<file path="config.mk">
export PLATFORM = sky130hd
export DESIGN_NAME = utf7_to_utf8_decoder_top
export DESIGN_NICKNAME = d
export VERILOG_FILES = /design/src/hw/rtl/u7u8_pkg.sv /design/src/hw/rtl/utf7_to_utf8_decoder_top.sv /design/src/hw/rtl/u7u8_front.sv /design/src/hw/rtl/u7u8_queue.sv /design/src/hw/rtl/u7u8_back.sv
export SDC_FILE = /design/constraint.sdc
export NUM_CORES = 1
export LEC_CHECK = 0
export BUFFER_PORTS_ARGS = -buffer_cell sky130_fd_sc_hd__buf_4
export CELL_PAD_IN_SITES_DETAIL_PLACEMENT = 0
export CELL_PAD_IN_SITES_GLOBAL_PLACEMENT = 1
export CORE_AREA = 2 2 133 148
export CTS_BUF_LIST = sky130_fd_sc_hd__clkbuf_8
export DETAILED_ROUTE_END_ITERATION = 16
export DIE_AREA = 0 0 135 150
export GPL_TIMING_DRIVEN = 0
export PLACE_DENSITY_LB_ADDON = 0.25
export SETUP_SLACK_MARGIN = 0.05
export SLEW_MARGIN = 0
export SYNTH_ARGS = -nofsm -noshare
export SYNTH_HDL_FRONTEND = slang
export SYNTH_SLANG_ARGS = --single-unit
</file>
<file path="constraint.sdc">
create_clock -name clock -period 5.2 [get_ports clock]
set_clock_uncertainty 0.1 [all_clocks]
set_input_delay 0.26 -clock clock [delete_from_list [all_inputs] [get_ports clock]]
set_output_delay 0.26 -clock clock [all_outputs]
set_load 0.02 [all_outputs]
</file>
<file path="src/hw/rtl/u7u8_pkg.sv">
// Shared types, character codes, base64 decoding and UTF-8 encoding helpers for the UTF-7 to UTF-8 decoder.
package u7u8_pkg;

   localparam logic [6:0] CHAR_PLUS  = 7'h2b;
   localparam logic [6:0] CHAR_MINUS = 7'h2d;
   localparam logic [6:0] CHAR_SLASH = 7'h2f;

   localparam int QUEUE_DEPTH = 4;
   localparam int QUEUE_AW    = $clog2(QUEUE_DEPTH);

   typedef struct packed {
      logic [6:0] char_in;
      logic       end_of_text;
   } req_type;

   typedef struct packed {
      logic [7:0] utf8_byte;
      logic       last_of_run;
   } rsp_type;

   // Work handed from the front to the back: up to two code units and one raw character.
   typedef struct packed {
      logic        unit0_valid;
      logic [15:0] unit0;
      logic        unit1_valid;
      logic [15:0] unit1;
      logic        char_valid;
      logic [6:0]  char_code;
   } job_type;

   typedef struct packed {
      logic       is_b64;
      logic [5:0] value;
   } b64_type;

   typedef enum logic [1:0] {
      SEG_UNIT0,
      SEG_UNIT1,
      SEG_CHAR
   } seg_type;

   function automatic b64_type b64_decode(input logic [6:0] c);
      b64_type r;
      r.is_b64 = 1'b1;
      r.value  = '0;
      if (c >= 7'h41 && c <= 7'h5a) begin
         r.value = 6'(c - 7'h41);
      end else if (c >= 7'h61 && c <= 7'h7a) begin
         r.value = 6'(c - 7'h61 + 7'd26);
      end else if (c >= 7'h30 && c <= 7'h39) begin
         r.value = 6'(c - 7'h30 + 7'd52);
      end else if (c == CHAR_PLUS) begin
         r.value = 6'd62;
      end else if (c == CHAR_SLASH) begin
         r.value = 6'd63;
      end else begin
         r.is_b64 = 1'b0;
      end
      return r;
   endfunction

   // Number of UTF-8 bytes for one 16-bit unit: 1, 2 or 3.
   function automatic logic [1:0] unit_len(input logic [15:0] u);
      logic [1:0] n;
      if (u < 16'h0080) begin
         n = 2'd1;
      end else if (u < 16'h0800) begin
         n = 2'd2;
      end else begin
         n = 2'd3;
      end
      return n;
   endfunction

   function automatic logic [7:0] unit_byte(input logic [15:0] u, input logic [1:0] idx);
      logic [7:0] b;
      logic [1:0] n;
      n = unit_len(u);
      b = u[7:0];
      if (n == 2'd2) begin
         b = (idx == 2'd0) ? {3'b110, u[10:6]} : {2'b10, u[5:0]};
      end else if (n == 2'd3) begin
         unique case (idx)
            2'd0:    b = {4'b1110, u[15:12]};
            2'd1:    b = {2'b10, u[11:6]};
            default: b = {2'b10, u[5:0]};
         endcase
      end
      return b;
   endfunction

endpackage

</file>
<file path="src/hw/rtl/utf7_to_utf8_decoder_top.sv">
// Top level of the UTF-7 to UTF-8 decoder: front end, job queue and byte serializer.
//
// Each request beat carries one 7-bit character of UTF-7 text, or an end-of-text
// marker that flushes any partial base64 group and returns the decoder to its reset
// state. Each response beat carries one UTF-8 byte; last_of_run marks the final byte
// caused by a given request. A request causes zero to seven bytes; one that causes
// none (a '+', a base64 sextet that does not complete a group) produces no beat.
// Rate: the front end takes one request per cycle whenever its four-entry job queue
// is not full, so characters that map to at most one byte stream through at one per
// cycle while rsp_ready holds. The serializer emits one byte per cycle unless the
// response port stalls; the queue absorbs bursts of multi-byte runs. With the queue
// empty and the output register free, a request's first byte is written to the job
// queue, then to the output register, and then shows on the response port. Surrogate
// halves are encoded individually as three-byte sequences and never paired.
module utf7_to_utf8_decoder_top (
   input  logic              clock,
   input  logic              reset,
   input  logic              req_valid,
   output logic              req_ready,
   input  u7u8_pkg::req_type req_data,
   output logic              rsp_valid,
   input  logic              rsp_ready,
   output u7u8_pkg::rsp_type rsp_data
);
   import u7u8_pkg::*;

   logic    job_push;
   job_type job_in;
   logic    job_pop;
   logic    job_valid;
   job_type job_head;
   logic    queue_full;

   // Classify each character and decide which units and raw bytes it releases.
   u7u8_front u_front (
      .clock      (clock),
      .reset      (reset),
      .req_valid  (req_valid),
      .req_ready  (req_ready),
      .req_data   (req_data),
      .queue_full (queue_full),
      .job_push   (job_push),
      .job_data   (job_in)
   );

   // Hold pending jobs so the front end keeps taking characters during long runs.
   u7u8_queue u_queue (
      .clock      (clock),
      .reset      (reset),
      .push       (job_push),
      .push_data  (job_in),
      .pop        (job_pop),
      .head_valid (job_valid),
      .head_data  (job_head),
      .full       (queue_full)
   );

   // Expand each job into UTF-8 bytes, one beat per cycle unless the response port stalls, through an output register.
   u7u8_back u_back (
      .clock     (clock),
      .reset     (reset),
      .job_valid (job_valid),
      .job_data  (job_head),
      .job_pop   (job_pop),
      .rsp_valid (rsp_valid),
      .rsp_ready (rsp_ready),
      .rsp_data  (rsp_data)
   );

endmodule

</file>
<file path="src/hw/rtl/u7u8_front.sv">
// Front end: accepts characters, tracks UTF-7 mode and sextet state, builds output jobs.
module u7u8_front (
   input  logic              clock,
   input  logic              reset,
   input  logic              req_valid,
   output logic              req_ready,
   input  u7u8_pkg::req_type req_data,
   input  logic              queue_full,
   output logic              job_push,
   output u7u8_pkg::job_type job_data
);
   import u7u8_pkg::*;

   logic        mode_ff, mode_in;
   logic        plus_ff, plus_in;
   logic [1:0]  count_ff, count_in;
   logic [17:0] acc_ff, acc_in;
   logic        phase_ff, phase_in;
   logic [7:0]  carried_ff, carried_in;

   logic        accept;
   logic        eot;
   logic [6:0]  c;
   logic        is_plus, is_minus;
   b64_type     b64;
   logic [1:0]  eff_count;
   logic [17:0] eff_acc;
   logic        eff_phase;
   logic [7:0]  eff_carried;
   logic        do_b64;
   logic        do_decode;
   logic [23:0] padded;
   logic [23:0] group;
   logic [15:0] u0, u1;
   logic        u1_nonzero;
   logic [7:0]  dec_carried;
   logic        dec_phase;

   assign req_ready = !queue_full;
   assign accept    = req_valid && req_ready;

   always_comb begin
      eot      = req_data.end_of_text;
      c        = req_data.char_in;
      is_plus  = (c == CHAR_PLUS);
      is_minus = (c == CHAR_MINUS);
      b64      = b64_decode(c);

      // A pending '+' followed by a non-minus starts base64 from clean state.
      eff_count   = plus_ff ? 2'd0  : count_ff;
      eff_acc     = plus_ff ? '0    : acc_ff;
      eff_phase   = plus_ff ? 1'b0  : phase_ff;
      eff_carried = plus_ff ? 8'h00 : carried_ff;

      do_b64 = !eot && (plus_ff ? !is_minus : mode_ff);

      unique case (eff_count)
         2'd0:    padded = '0;
         2'd1:    padded = {eff_acc[5:0], 18'b0};
         2'd2:    padded = {eff_acc[11:0], 12'b0};
         default: padded = {eff_acc, 6'b0};
      endcase
      group = (do_b64 && b64.is_b64) ? {eff_acc, b64.value} : padded;

      if (eot) begin
         do_decode = mode_ff && (count_ff != 2'd0);
      end else begin
         do_decode = do_b64 && (b64.is_b64 ? (eff_count == 2'd3) : (eff_count != 2'd0));
      end

      if (!eff_phase) begin
         u0          = group[23:8];
         u1          = '0;
         u1_nonzero  = 1'b0;
         dec_carried = group[7:0];
         dec_phase   = 1'b1;
      end else begin
         u0          = {eff_carried, group[23:16]};
         u1          = group[15:0];
         u1_nonzero  = |group[15:0];
         dec_carried = 8'h00;
         dec_phase   = 1'b0;
      end

      job_data.unit0_valid = do_decode;
      job_data.unit0       = u0;
      job_data.unit1_valid = do_decode && u1_nonzero;
      job_data.unit1       = u1;
      job_data.char_valid  = !eot && ((plus_ff && is_minus) ||
                                      (do_b64 && !b64.is_b64 && !is_minus) ||
                                      (!plus_ff && !mode_ff && !is_plus));
      job_data.char_code   = (plus_ff && is_minus) ? CHAR_PLUS : c;

      job_push = accept && (job_data.unit0_valid || job_data.char_valid);

      mode_in    = mode_ff;
      plus_in    = plus_ff;
      count_in   = count_ff;
      acc_in     = acc_ff;
      phase_in   = phase_ff;
      carried_in = carried_ff;
      if (accept) begin
         priority if (eot) begin
            mode_in    = 1'b0;
            plus_in    = 1'b0;
            count_in   = 2'd0;
            acc_in     = '0;
            phase_in   = 1'b0;
            carried_in = 8'h00;
         end else if (do_b64) begin
            plus_in = 1'b0;
            if (!b64.is_b64) begin
               mode_in    = 1'b0;
               count_in   = 2'd0;
               acc_in     = '0;
               phase_in   = 1'b0;
               carried_in = 8'h00;
            end else if (eff_count == 2'd3) begin
               mode_in    = 1'b1;
               count_in   = 2'd0;
               acc_in     = '0;
               phase_in   = dec_phase;
               carried_in = dec_carried;
            end else begin
               mode_in    = 1'b1;
               count_in   = eff_count + 2'd1;
               acc_in     = {eff_acc[11:0], b64.value};
               phase_in   = eff_phase;
               carried_in = eff_carried;
            end
         end else if (plus_ff) begin
            plus_in = 1'b0;
         end else begin
            plus_in = is_plus;
         end
      end
   end

   always_ff @(posedge clock) begin
      if (reset) begin
         mode_ff    <= 1'b0;
         plus_ff    <= 1'b0;
         count_ff   <= 2'd0;
         acc_ff     <= '0;
         phase_ff   <= 1'b0;
         carried_ff <= 8'h00;
      end else begin
         mode_ff    <= mode_in;
         plus_ff    <= plus_in;
         count_ff   <= count_in;
         acc_ff     <= acc_in;
         phase_ff   <= phase_in;
         carried_ff <= carried_in;
      end
   end

endmodule

</file>
<file path="src/hw/rtl/u7u8_queue.sv">
// Small job queue between the decoder front end and the byte serializer.
module u7u8_queue (
   input  logic              clock,
   input  logic              reset,
   input  logic              push,
   input  u7u8_pkg::job_type push_data,
   input  logic              pop,
   output logic              head_valid,
   output u7u8_pkg::job_type head_data,
   output logic              full
);
   import u7u8_pkg::*;

   job_type               entry_ff [QUEUE_DEPTH];
   logic [QUEUE_AW-1:0]   wr_ptr_ff, wr_ptr_in;
   logic [QUEUE_AW-1:0]   rd_ptr_ff, rd_ptr_in;
   logic [QUEUE_AW:0]     fill_ff, fill_in;

   assign head_valid = (fill_ff != '0);
   assign full       = (fill_ff == (QUEUE_AW+1)'(QUEUE_DEPTH));
   assign head_data  = entry_ff[rd_ptr_ff];

   always_comb begin
      wr_ptr_in = push ? wr_ptr_ff + 1'b1 : wr_ptr_ff;
      rd_ptr_in = pop  ? rd_ptr_ff + 1'b1 : rd_ptr_ff;
      fill_in   = fill_ff;
      if (push && !pop) begin
         fill_in = fill_ff + 1'b1;
      end else if (pop && !push) begin
         fill_in = fill_ff - 1'b1;
      end
   end

   always_ff @(posedge clock) begin
      if (push) begin
         entry_ff[wr_ptr_ff] <= push_data;
      end
   end

   always_ff @(posedge clock) begin
      if (reset) begin
         wr_ptr_ff <= '0;
         rd_ptr_ff <= '0;
         fill_ff   <= '0;
      end else begin
         wr_ptr_ff <= wr_ptr_in;
         rd_ptr_ff <= rd_ptr_in;
         fill_ff   <= fill_in;
      end
   end

endmodule

</file>
<file path="src/hw/rtl/u7u8_back.sv">
// Back end: walks each job segment by segment and emits one UTF-8 byte per beat.
module u7u8_back (
   input  logic              clock,
   input  logic              reset,
   input  logic              job_valid,
   input  u7u8_pkg::job_type job_data,
   output logic              job_pop,
   output logic              rsp_valid,
   input  logic              rsp_ready,
   output u7u8_pkg::rsp_type rsp_data
);
   import u7u8_pkg::*;

   seg_type     seg_ff, seg_in;
   logic [1:0]  sub_ff, sub_in;
   logic        in_job_ff, in_job_in;
   logic        rsp_valid_ff, rsp_valid_in;
   rsp_type     rsp_data_ff, rsp_data_in;

   seg_type     first_seg, cur_seg, next_seg;
   logic        has_next;
   logic [1:0]  cur_sub;
   logic [15:0] cur_unit;
   logic [1:0]  cur_len;
   logic [7:0]  cur_byte;
   logic        seg_end;
   logic        last;
   logic        step;

   assign rsp_valid = rsp_valid_ff;
   assign rsp_data  = rsp_data_ff;

   always_comb begin
      first_seg = job_data.unit0_valid ? SEG_UNIT0 :
                  (job_data.unit1_valid ? SEG_UNIT1 : SEG_CHAR);
      cur_seg   = in_job_ff ? seg_ff : first_seg;
      cur_sub   = in_job_ff ? sub_ff : 2'd0;
      cur_unit  = (cur_seg == SEG_UNIT1) ? job_data.unit1 : job_data.unit0;

      if (cur_seg == SEG_CHAR) begin
         cur_len  = 2'd1;
         cur_byte = {1'b0, job_data.char_code};
      end else begin
         cur_len  = unit_len(cur_unit);
         cur_byte = unit_byte(cur_unit, cur_sub);
      end
      seg_end = (cur_sub == cur_len - 2'd1);

      unique case (cur_seg)
         SEG_UNIT0: begin
            has_next = job_data.unit1_valid || job_data.char_valid;
            next_seg = job_data.unit1_valid ? SEG_UNIT1 : SEG_CHAR;
         end
         SEG_UNIT1: begin
            has_next = job_data.char_valid;
            next_seg = SEG_CHAR;
         end
         default: begin
            has_next = 1'b0;
            next_seg = SEG_CHAR;
         end
      endcase
      last = seg_end && !has_next;

      // Advance when a job is present and the output register is free or being drained.
      step    = job_valid && (!rsp_valid_ff || rsp_ready);
      job_pop = step && last;

      seg_in       = seg_ff;
      sub_in       = sub_ff;
      in_job_in    = in_job_ff;
      rsp_valid_in = rsp_valid_ff && !rsp_ready;
      rsp_data_in  = rsp_data_ff;
      if (step) begin
         rsp_valid_in          = 1'b1;
         rsp_data_in.utf8_byte = cur_byte;
         rsp_data_in.last_of_run = last;
         in_job_in             = !last;
         seg_in                = seg_end ? next_seg : cur_seg;
         sub_in                = seg_end ? 2'd0 : cur_sub + 2'd1;
      end
   end

   always_ff @(posedge clock) begin
      if (reset) begin
         seg_ff       <= SEG_UNIT0;
         sub_ff       <= 2'd0;
         in_job_ff    <= 1'b0;
         rsp_valid_ff <= 1'b0;
      end else begin
         seg_ff       <= seg_in;
         sub_ff       <= sub_in;
         in_job_ff    <= in_job_in;
         rsp_valid_ff <= rsp_valid_in;
      end
   end

   always_ff @(posedge clock) begin
      rsp_data_ff <= rsp_data_in;
   end

endmodule
</file>
**Yosys cells after proc, flatten, opt, wreduce, memory -nomap -nowiden**

Memory sizes are Yosys's and may differ from the RTL's. A register that Yosys moved wholly into a read port is not among the register bits.
Cells that the tools add are included.

- Input port bits: 12
- Output and inout bits: 11
- Memories: 1
- Memory bits (writable): 168
- Word-level logic and storage cells: 172
- Bits in registers: 53

- Equality and inequality tests: 13
- Magnitude comparators: 8
- Muxes and demuxes: 72
- Reduce and logical (&&, ||, !) cells: 50
- $add $sub $neg: 12

Memories:

| name | words | bits a word | read ports | clocked after Yosys merged registers in | write ports | line | text |
|---|---|---|---|---|---|---|---|
| u_queue.entry_ff | 4 | 42 | 1 | 1 | 1 | u7u8_queue.sv:14 | `job_type entry_ff [QUEUE_DEPTH];` |

Operators by type and width:

| kind | number |
|---|---|
| 18-bit two-way mux | 5 |
| 24-bit case mux with 3 select lines | 1 |
| 8-bit two-way mux | 8 |
| 16-bit two-way mux | 3 |
| 2-bit two-way mux | 17 |
| 6-bit two-way mux | 5 |
| 1-bit two-way mux | 25 |
| 24-bit two-way mux | 1 |
| 1-bit logical AND | 22 |
| 7-bit by 6-bit equality test with 1-bit output (second input constant) | 3 |
| 7-bit two-way mux | 3 |
| 16-bit by 12-bit less-than comparator with 1-bit output (second input constant) | 1 |
| 16-bit by 8-bit less-than comparator with 1-bit output (second input constant) | 1 |
| 16-bit OR reduction | 1 |
| 7-bit greater-or-equal comparator (second input constant) | 2 |
| 7-bit <= comparator (second input constant) | 2 |
| 7-bit case mux with 2 select lines | 1 |
| 1-bit zero test | 13 |
| 6-bit subtractor (second input constant) | 2 |
| 2-bit equality test (second input constant) | 5 |
| 2-bit by 1-bit adder with 2-bit output (second input constant) | 4 |
| 2-bit nonzero test | 4 |
| 7-bit by 6-bit greater-or-equal comparator with 1-bit output (second input constant) | 1 |
| 7-bit by 6-bit <= comparator with 1-bit output (second input constant) | 1 |
| other kinds (15) | 24 |

**Depth between registers and ports, before layout**

Gate-level depths: netlist of the first run.

- Word-level depth: 18
- Mapped depth: 16
- Mapped depth without buffers: 14

**By module**

A second synthesis of the first run with hierarchy kept.

- Cell total of the unflattened synthesis: 761
- Area total of the unflattened synthesis: 10,631.4 um2

Modules (own cells, without submodules):

| module | instances | seq. area each (um2) | cells each | area each (um2) |
|---|---|---|---|---|
| u7u8_queue | 1 | 5,225.0 | 264 | 6,543.8 |
| u7u8_front | 1 | 620.6 | 340 | 2,612.5 |
| u7u8_back | 1 | 390.4 | 157 | 1,475.2 |

**Worst setup path before layout of the first run**

No wires, ideal clock.

- Path type: in2reg
- Start: input req_data[3] (netlist name)
- End: memory u_queue.entry_ff[0][0] (netlist name) (enable)
- Arrival time: 3,377 ps
- Buffers on the path: 2
- Setup time: 403 ps
- Slack: 1,320 ps
- Stages: 11
- Data required time: 4,697 ps
- Cells stage by stage: clkbuf_1 inv_1 ha_1 a21bo_2 o21a_1 o21a_1 o31a_1 o21ai_0 a22o_1 clkbuf_1 and2_1

- Longest elaborated chain between the ends: 16
- Elaborated cells on any way between the ends: 36
- Those cells by class: order compare: 6; eq/ne: 3; mux: 10; reduce/logical: 17

Ends and longest elaborated chain:

| element | line | text |
|---|---|---|
| start, declared | utf7_to_utf8_decoder_top.sv:20 | `input u7u8_pkg::req_type req_data,` |
| branches (longest 12 deep; another with 7-bit by 6-bit greater-or-equal comparator with 1-bit output) | -- |  |
| 1-bit logical OR * | u7u8_front.sv:94 | `job_push = accept && (job_data.unit0_valid \|\| job_data.char_valid);` |
| 1-bit logical AND * | u7u8_front.sv:94 |  |
| net job_push | utf7_to_utf8_decoder_top.sv:27 | `logic job_push;` |
| 1-bit two-way mux * | u7u8_queue.sv:35 | `if (push) begin` |
| 1-bit two-way mux (implied by the code) * | u7u8_queue.sv:36 | `entry_ff[wr_ptr_ff] <= push_data;` |
| end, declared | u7u8_queue.sv:14 |  |

Mark *: on every way through the listed nets, which the timed path passes.

==> results, run 1 <==
- The run finished with clean final reports.
- The routed via count is 6,535.
- The synthesized netlist devotes 0.4309% of its cell area to XOR and XNOR gates.
- The via count of the first global-routing pass is 6,479.
- The peak clock frequency supported by timing is 0.2305 GHz.
- The share of the clock period used by the worst path is 83.44%.
- The number of placed instances, taps included, is 1,000.
- The post-synth net total is 760.
- The post-synthesis mux area share is 12.74%.
- The instance area after placement is 10,710 um2.
- The post-synthesis instance area is 10,160 um2.
- The first routing iteration left 482 violations.
- The number of instances resized during post-cts repair is 0.
- Compared with the post-synthesis result, the final layout area differs by 12.47%.
- For this run, asynchronously set or reset flops after synthesis account for 0%.
- The number of antenna violations at the first check in global routing was 0.
- The first global-routing pass estimated 36.46 mm of wire.
- Routability-driven placement finished with a final weighted congestion of 0.8963.
- The maximum clock insertion buffer count is 3.
- The combined area of the multi-input logic cells is 3667 um2.
- The worst hold slack across all endpoints is 0.02811 ns.
- Leaving out filler cells and counting taps, the final layout contains 1,068.
- For this run, the leading register cell type out of synthesis is sky130_fd_sc_hd__edfxtp_1.
- The average instance in the mapped netlist occupies 13.96 um2.
- The cell area power density is 390.0 nW/um2.
- The largest stage delay on the critical path is 0.47 ns.
- The gate count after technology mapping is 728.
- The total global routing track utilization is 24.06%.
- Timing analysis after detailed placement gives a worst setup slack of 0.6258 ns.
- The critical path goes through clkbuf_1, buf_2, mux4_2, nor4_2, nand3b_1, mux2i_4, o211ai_4, a311oi_4, inv_1, ha_1, inv_1, fa_1, xor2_1, or3_1, a21oi_1.
- Row generation in the floorplan step produced 53 rows.
- The remaining antenna violation count after routing is 0.
- Setup repair after global routing left no endpoint under its margin.
- Dividing the detail-routed wire length by the instance count gives 22.18 um.
- After clock tree synthesis, the clock-pin slew on the worst setup and hold paths is 0.07 ns.
- The slowest cell on the critical path is sky130_fd_sc_hd__a311oi_4.
- After synthesis, the largest family of logic cells by area is multiplexers.
- The routed wire length is 23.69 mm.
- The kind of capture point of the worst setup path is a flip-flop.
- The core footprint is 18,830 um2.
- The type of the worst min-delay path is input pin to flip-flop.
- 23 I/O pins were placed.
- The number of slew-limit violations in the final report was 0.
- The measured slew at the worst slew-check pin is 1.009 ns.
- Setup slack on the critical path of the routed design comes to 0.8611 ns.
- The final net count is 826.
- Clock tree synthesis found a total of 223 sinks.
- The post-synthesis share of cell area spent on and, or, nand and nor gates is 9.911%.
- The most common cell type on the critical path is sky130_fd_sc_hd__inv_1.
- The tree is rooted in a sky130_fd_sc_hd__clkbuf_8.
- Max-cap violations in this run came to 0.
- The first TritonRoute pass finished after 5 iterations.
- The number of clock buffers added by TritonCTS is 36.
- The total grt overflow is 0.
- After synthesis, flip-flops and latches occupy 61.36% of the total area.
- The area share of fa/ha/maj cells after synthesis is 2.536%.
- The die area is 20,250 um2.
- The number of endpoints with negative hold slack in the final report came to 0.
- The overall power of the completed layout is 4458 uW.
- The remaining max-slew budget at the tightest pin is 32.04%.
- The clock tree from TritonCTS is done.
- The leakage dissipation is 0.004013 uW.
- The post-route netlist has 16.22% of its cells at a drive strength greater than 1.
- The detailed placer's ending HPWL is 16.71 mm.
- Setup violations remaining at the end of the flow were counted as 0.
- After filler insertion, the fill cell instance count of the layout stands at 1,458.
- The clock reaches the later pin of the worst-skew pair after 0.54 ns.
- The synthesized design contains 223 register bits.
- The number of vias per cell after detailed routing is 6.119.
- The share of the synthesized area in compound gates (AO/OA/AOI/OAI) is 10.42%.
- Of all nets on the critical path, the largest fanout is 10.
- Across the VDD grid, the largest voltage drop is 0.0002381 V.
- The pin count of the biggest net entering global routing is 34.
- The count of flip-flops with a built-in enable after synthesis is 177.
- The post-route minimum period is 4.339 ns.
- The startpoint class of the critical path is a flip-flop.
- The required time at the endpoint of the critical path is 5.56 ns.
- During placement, the flow inserted port buffers numbering 21.
- The count of unresolved DRC violations after routing is 0.
- From left edge to right edge, the die measures 135 um.
- The count of warnings emitted by yosys is 0.
- The count of distinct cell types in the synthesized netlist is 68.
- The combined flip-flop and latch cell area is 6236 um2.
- The deepest level of the CTS H-tree is 2.
- The post-route cell area is 11,430 um2.
- The initial utilization of the core area, before any placement, comes to 53.96%.
- Data on the critical path arrives at its endpoint at 4.70 ns.
- The kind of critical path is flip-flop to flip-flop.
- The die is 150 um tall.
per-layer routing:
metal  track usage, %  up-vias  routed length, um
li1                 -     2986                  -
met1            31.60     3252               9854
met2            40.46      243              11810
met3            3.354       54               1267
met4            10.16        0                750
met5                0        -                  0
Yosys cell counts, types with 7 or more instances:
master                     instances  area share [%]
sky130_fd_sc_hd__a21o_1            7            0.52
sky130_fd_sc_hd__nor3_1            8            0.39
sky130_fd_sc_hd__ha_1             19             2.3
sky130_fd_sc_hd__nand2_1          46             1.7
sky130_fd_sc_hd__nand3_1          12            0.59
sky130_fd_sc_hd__nor2b_1          15            0.92
sky130_fd_sc_hd__dfxtp_1          46             9.1
sky130_fd_sc_hd__inv_1            18            0.66
sky130_fd_sc_hd__and3_1            9            0.55
sky130_fd_sc_hd__nor2_1           72             2.7
sky130_fd_sc_hd__clkbuf_1         28             1.0
sky130_fd_sc_hd__a22oi_1          39             2.9
sky130_fd_sc_hd__mux2_2            7            0.78
sky130_fd_sc_hd__mux2i_1          24             2.4
sky130_fd_sc_hd__mux4_2           26             5.8
sky130_fd_sc_hd__o21ai_0          24             1.2
sky130_fd_sc_hd__mux4_1           14             3.6
sky130_fd_sc_hd__edfxtp_1        177              52
sky130_fd_sc_hd__a21oi_1          29             1.4
worst paths after layout:
path | startpoint | to | cells past startpoint | slack (ns)
hold / removal | req_data[0] | u_queue.entry_ff[0][7] | 2 | 0.03
setup reg to reg | flip-flop | u_queue.fill_ff[2] | 15 | 0.86
hold reg to reg | u_back.sub_ff[0] | u_back.sub_ff[0] | 2 | 0.36
setup / recovery | flip-flop | u_queue.fill_ff[2] | 15 | 0.86
metrics by stage:
step                      utilization, %  setup TNS, ns
after global placement             56.44         -10.34
after detailed placement           56.89              0
after global routing               60.68              0
final                              60.69              0
after CTS                          60.68              0
after floorplan                        -              0
cells in the final DEF (no fill, tap or decap), types with 4 or more instances in the layout:
cell type                    n
sky130_fd_sc_hd__and2_2      4
sky130_fd_sc_hd__nor2b_1    15
sky130_fd_sc_hd__a22oi_1    39
sky130_fd_sc_hd__nor3_1      8
sky130_fd_sc_hd__nand3_1    12
sky130_fd_sc_hd__clkinv_2    5
sky130_fd_sc_hd__xor2_1      4
sky130_fd_sc_hd__buf_2       5
sky130_fd_sc_hd__buf_4      22
sky130_fd_sc_hd__o22ai_1     5
sky130_fd_sc_hd__clkbuf_1   28
sky130_fd_sc_hd__clkbuf_8   38
sky130_fd_sc_hd__buf_12      6
sky130_fd_sc_hd__mux2_2      7
sky130_fd_sc_hd__edfxtp_1  177
sky130_fd_sc_hd__o21ai_0    24
sky130_fd_sc_hd__clkinv_1    9
sky130_fd_sc_hd__mux4_1     14
sky130_fd_sc_hd__a21o_1      7
sky130_fd_sc_hd__mux2i_1    24
sky130_fd_sc_hd__a32oi_1     6
sky130_fd_sc_hd__nand2b_1    6
sky130_fd_sc_hd__a21oi_1    29
sky130_fd_sc_hd__and3_1      9
sky130_fd_sc_hd__mux4_2     26
sky130_fd_sc_hd__ha_1       19
sky130_fd_sc_hd__nand2_1    46
sky130_fd_sc_hd__nor2_1     72
sky130_fd_sc_hd__inv_1      28
sky130_fd_sc_hd__dfxtp_1    46
sky130_fd_sc_hd__nor4_2      4
layout make-up:
| class | count | area share [%] |
|---|---|---|
| multi-input combinational | 448 | 32.09 |
| sequential | 223 | 54.56 |
| buffer | 38 | 1.686 |
| timing repair buffer | 28 | 2.343 |
| clock buffer | 38 | 4.576 |
| inverter | 19 | 0.6240 |
| tap | 247 | 2.704 |
| clock inverter | 26 | 1.401 |
| antenna | 1 | 0.02189 |
timing repair:
item / 4_1_cts / 5_1_grt
hold buffers: 3 / 0
endpoints found under the hold margin: 2 / 0
setup buffers: 0 / 0
cells by family after synthesis:
logic type / count (synthesis)
flip-flops: 223
AO/OA/AOI/OAI: 148
AND/OR/NAND/NOR: 203
adder cells (fa/ha/maj): 20
buffers and inverters: 57
multiplexers: 72
XOR/XNOR: 5
state kept, by name, indices dropped and copies added, names as in the netlist, 2 cells and up, named ones only:
name,flops
u_queue.entry_ff,168
u_front.acc_ff,18
u_back.rsp_data,9
u_front.carried_ff,8
u_queue.fill_ff,3
u_back.seg_ff,2
u_back.sub_ff,2
u_front.count_ff,2
u_queue.rd_ptr_ff,2
u_queue.wr_ptr_ff,2
power by group:
| part | internal (uW) | switching [uW] |
|---|---|---|
| Sequential | 2050 | 41.3 |
| Clock | 777 | 672 |
| Combinational | 378 | 541 |
| Total | 3200 | 1250 |
critical path, delay by kind of cell, from the launching register on:
kind,cells,cell delay (ns)
AND/OR/NAND/NOR,3,0.81
buffers and inverters,4,1.07
multiplexers,2,0.66
XOR/XNOR,1,0.09
AO/OA/AOI/OAI,3,0.76
adder cells (fa/ha/maj),2,0.45
flip-flops,1,0.33
No activity file was read; power rests on OpenSTA's default activity.
==> run 2, diff against run 1 <==
- CORE_AREA: 2 2 133 148 -> 2 2 141 157
- DIE_AREA: 0 0 135 150 -> 0 0 143 159
- clock period: 5.2 -> 3.5 ns (I/O delays scaled with it)
==> results, run 2 (synthesized netlist as in run 1, its figures left out) <==
- The number of top-level design ports is 23 (unchanged).
- The post-route minimum period is 3.786 ns (-0.5533 ns).
- The arrival time reported for the critical path endpoint was 4.14 ns (-0.56 ns).
- The top cell types in the final layout, fill and taps aside, are sky130_fd_sc_hd__edfxtp_1 (177), sky130_fd_sc_hd__nor2_1 (70), sky130_fd_sc_hd__nand2_1 (46), sky130_fd_sc_hd__dfxtp_1 (45), sky130_fd_sc_hd__a22oi_1 (39).
- The depth of the worst register-to-register path is 16 (+1).
- The instance count along the most critical hold path came to 2 (unchanged).
- The share of the clock period used by the worst path came to 108.2% (+25 points).
- The number of port buffers is 21 (unchanged).
- The met2 track demand over resource is 34.75% (-5.7 points).
- The peak clock frequency supported by timing is 0.2642 GHz (+15%).
- The final worst slack is -0.2857 ns (-1.147 ns).
- The met1 capacity usage during global routing came to 29.04% (-2.6 points).
- The measured slew at the worst slew-check pin is 1.012 ns (+0.003381 ns).
- The number of endpoints with negative hold slack in the final report came to 0 (unchanged).
- The leakage dissipation is 0.004125 uW (+2.8%).
- The routed wirelength normalized by instance count is 21.27 um (-4.1%).
- The detailed placer's ending HPWL was 16.26 mm (-2.7%).
- The run finished, with violations left.
- The number of slew-limit violations in the final report was 0 (unchanged).
- The highest net fanout along the worst path was 8 (-2).
- The instance area after placement came to 10,710 um2 (about the same).
- u_queue.entry_ff holds more flip-flops than any other register.
- The wire length of the first global-routing pass was 36.70 mm (+0.66%).
- The clock slew at the register clock pins of the worst setup and hold paths came to 0.06 ns (about the same).
- The cell area power density is 565.8 nW/um2 (+45%).
- The deepest level of the CTS H-tree is 2 (unchanged).
- The number of rows in the core area is 56 (+5.7%).
- The share of post-route cells with drive strength above 1 is 20.41% (+4.2 points).
- The clock tree from TritonCTS is done.
- The kind of critical path is flip-flop to flip-flop.
- The setup TNS after final layout is -0.5167 ns (-0.5167 ns).
- The clock latency of the later-clocked register in the worst-skew pair is 0.53 ns (about the same).
- The DRC violation total after the first TritonRoute iteration was 549 (+14%).
- The number of buffers created by CTS is 36 (unchanged).
- The number of vias per cell after detailed routing came to 5.842 (-4.5%).
- The buffer cell driving the clock tree root is sky130_fd_sc_hd__clkbuf_8.
- The count of unresolved DRC violations after routing came to 0 (unchanged).
- The CTS sink count is 223 (unchanged).
- The die area was 22,740 um2 (+12%).
- The starting density of the core was 48.18% (-5.8 points).
- The checks that failed: setup timing.
- The type of the worst min-delay path is input pin to flip-flop.
- The overall die width came to 143 um (+5.9%).
- The post-route cell area is 11,690 um2 (+2.3%).
- The routed wire length was 23.89 mm (+0.84%).
- The via count of the first global-routing pass came to 6,531 (+0.80%).
- The routed via count is 6,561 (+0.40%).
- The peak supply drop is 0.0002547 V (+7.0%).
- The number of antenna repair diodes is 0 (-1).
- The final net count is 839 (+1.6%).
- The max-cap check violation count was 0 (unchanged).
- The remaining max-slew budget at the tightest pin is 31.81% (-0.23 points).
- The maximum clock insertion buffer count came to 3 (unchanged).
- The most frequent standard cell in the layout excluding fill and tap cells is sky130_fd_sc_hd__edfxtp_1.
- The core footprint is 21,090 um2 (+12%).
- The total grt overflow is 0 (unchanged).
- The final number of setup-violating endpoints came to 2 (+2).
- The final weighted congestion of routability-driven global placement is 0.8915 (-0.54%).
- The number of flip-flops under the largest register name is 168 (unchanged).
- The number of antenna violations at the first check in global routing is 0 (unchanged).
- The pin count of the biggest net entering global routing came to 43 (+26%).
- The required time at the endpoint of the critical path came to 3.85 ns (-1.71 ns).
- The startpoint class of the critical path is a flip-flop.
- Compared with the post-synthesis result, the final layout area differs by 15.05%.
- The length of the first detailed-routing pass in iterations is 5 (unchanged).
- The remaining antenna violation count after routing is 0 (unchanged).
- The kind of capture point of the worst setup path is a flip-flop.
- The layer flagged by global routing as most heavily used is met2.
- Setup repair after global routing could not meet its margin everywhere.
- The die boundary height is 159 um (+6.0%).
- The met3 track demand over resource came to 3.609% (+0.26 points).
- The total global routing track utilization is 21.38% (-2.7 points).
==> run 2: cell type report <==
type | instances | area (um2)
timing repair buffer | 42 | 379.1
tap | 290 | 362.8
multi-input combinational | 448 | 3769
inverter | 19 | 71.32
buffer | 37 | 225.2
clock inverter | 26 | 123.9
clock buffer | 38 | 523.0
sequential | 223 | 6237
fill | 1751 | 9399
==> run 2: where the power goes <==
group	internal [uW]	total (uW)	switching, uW	leakage [uW]
logic	653	1500	847	0.00163
clock network	1020	2010	991	0.000382
registers	3050	3110	61.2	0.00212
==> run 2: timing repair <==
item,CTS,global route
hold endpoints to repair,14,0
setup endpoints to repair,178,182
setup buffers,11,2
gates resized for setup,26,14
hold buffers,6,0
pin swaps,4,4
gates cloned,2,0
==> run 2: per-layer routing <==
layer / wire length (um) / vias to the layer above
li1: - / 3000
met1: 10040 / 3275
met2: 11710 / 230
met3: 1382 / 56
met4: 753 / 0
met5: 0 / -
==> run 2: critical path, cell delays in order, from the launching register on <==
cell                       delay, ns
sky130_fd_sc_hd__dfxtp_2        0.34
sky130_fd_sc_hd__buf_12         0.14
sky130_fd_sc_hd__buf_12         0.13
sky130_fd_sc_hd__buf_12         0.12
sky130_fd_sc_hd__mux4_2         0.56
sky130_fd_sc_hd__nor4_4         0.30
sky130_fd_sc_hd__nor3b_1        0.09
sky130_fd_sc_hd__mux2_4         0.31
sky130_fd_sc_hd__nand4b_1       0.15
sky130_fd_sc_hd__a311oi_4       0.15
sky130_fd_sc_hd__inv_2          0.14
sky130_fd_sc_hd__ha_4           0.14
sky130_fd_sc_hd__inv_2          0.04
sky130_fd_sc_hd__fa_2           0.35
sky130_fd_sc_hd__xor2_1         0.18
sky130_fd_sc_hd__or3_1          0.33
sky130_fd_sc_hd__a21oi_1        0.13
==> run 2: worst paths after layout <==
check / startpoint / end / slack, ns
max: flip-flop / u_queue.fill_ff[2] / -0.29
min: reset / u_front.mode_ff / 0.13
max reg2reg: flip-flop / u_queue.fill_ff[2] / -0.29
min reg2reg: u_back.sub_ff[0] / u_back.sub_ff[0] / 0.36
==> run 2: through the flow <==
| step | setup WS (ns) | utilization [%] | hold WS (ns) | cells | power, uW |
|---|---|---|---|---|---|
| final | -0.2857 | 55.43 | 0.1270 | 1123 | 6615 |
| after global routing | -0.3877 | 55.43 | 0.1095 | 1123 | 6897 |
| after CTS | -0.2950 | 55.21 | 0.09573 | 1121 | 6646 |
| after detailed placement | -0.8406 | 50.79 | 0.3526 | 1039 | 4533 |
| after global placement | -0.7847 | 50.79 | 0.3483 | 1039 | 4499 |
| after floorplan | -0.02599 | - | 0.2547 | 728 | 4126 |
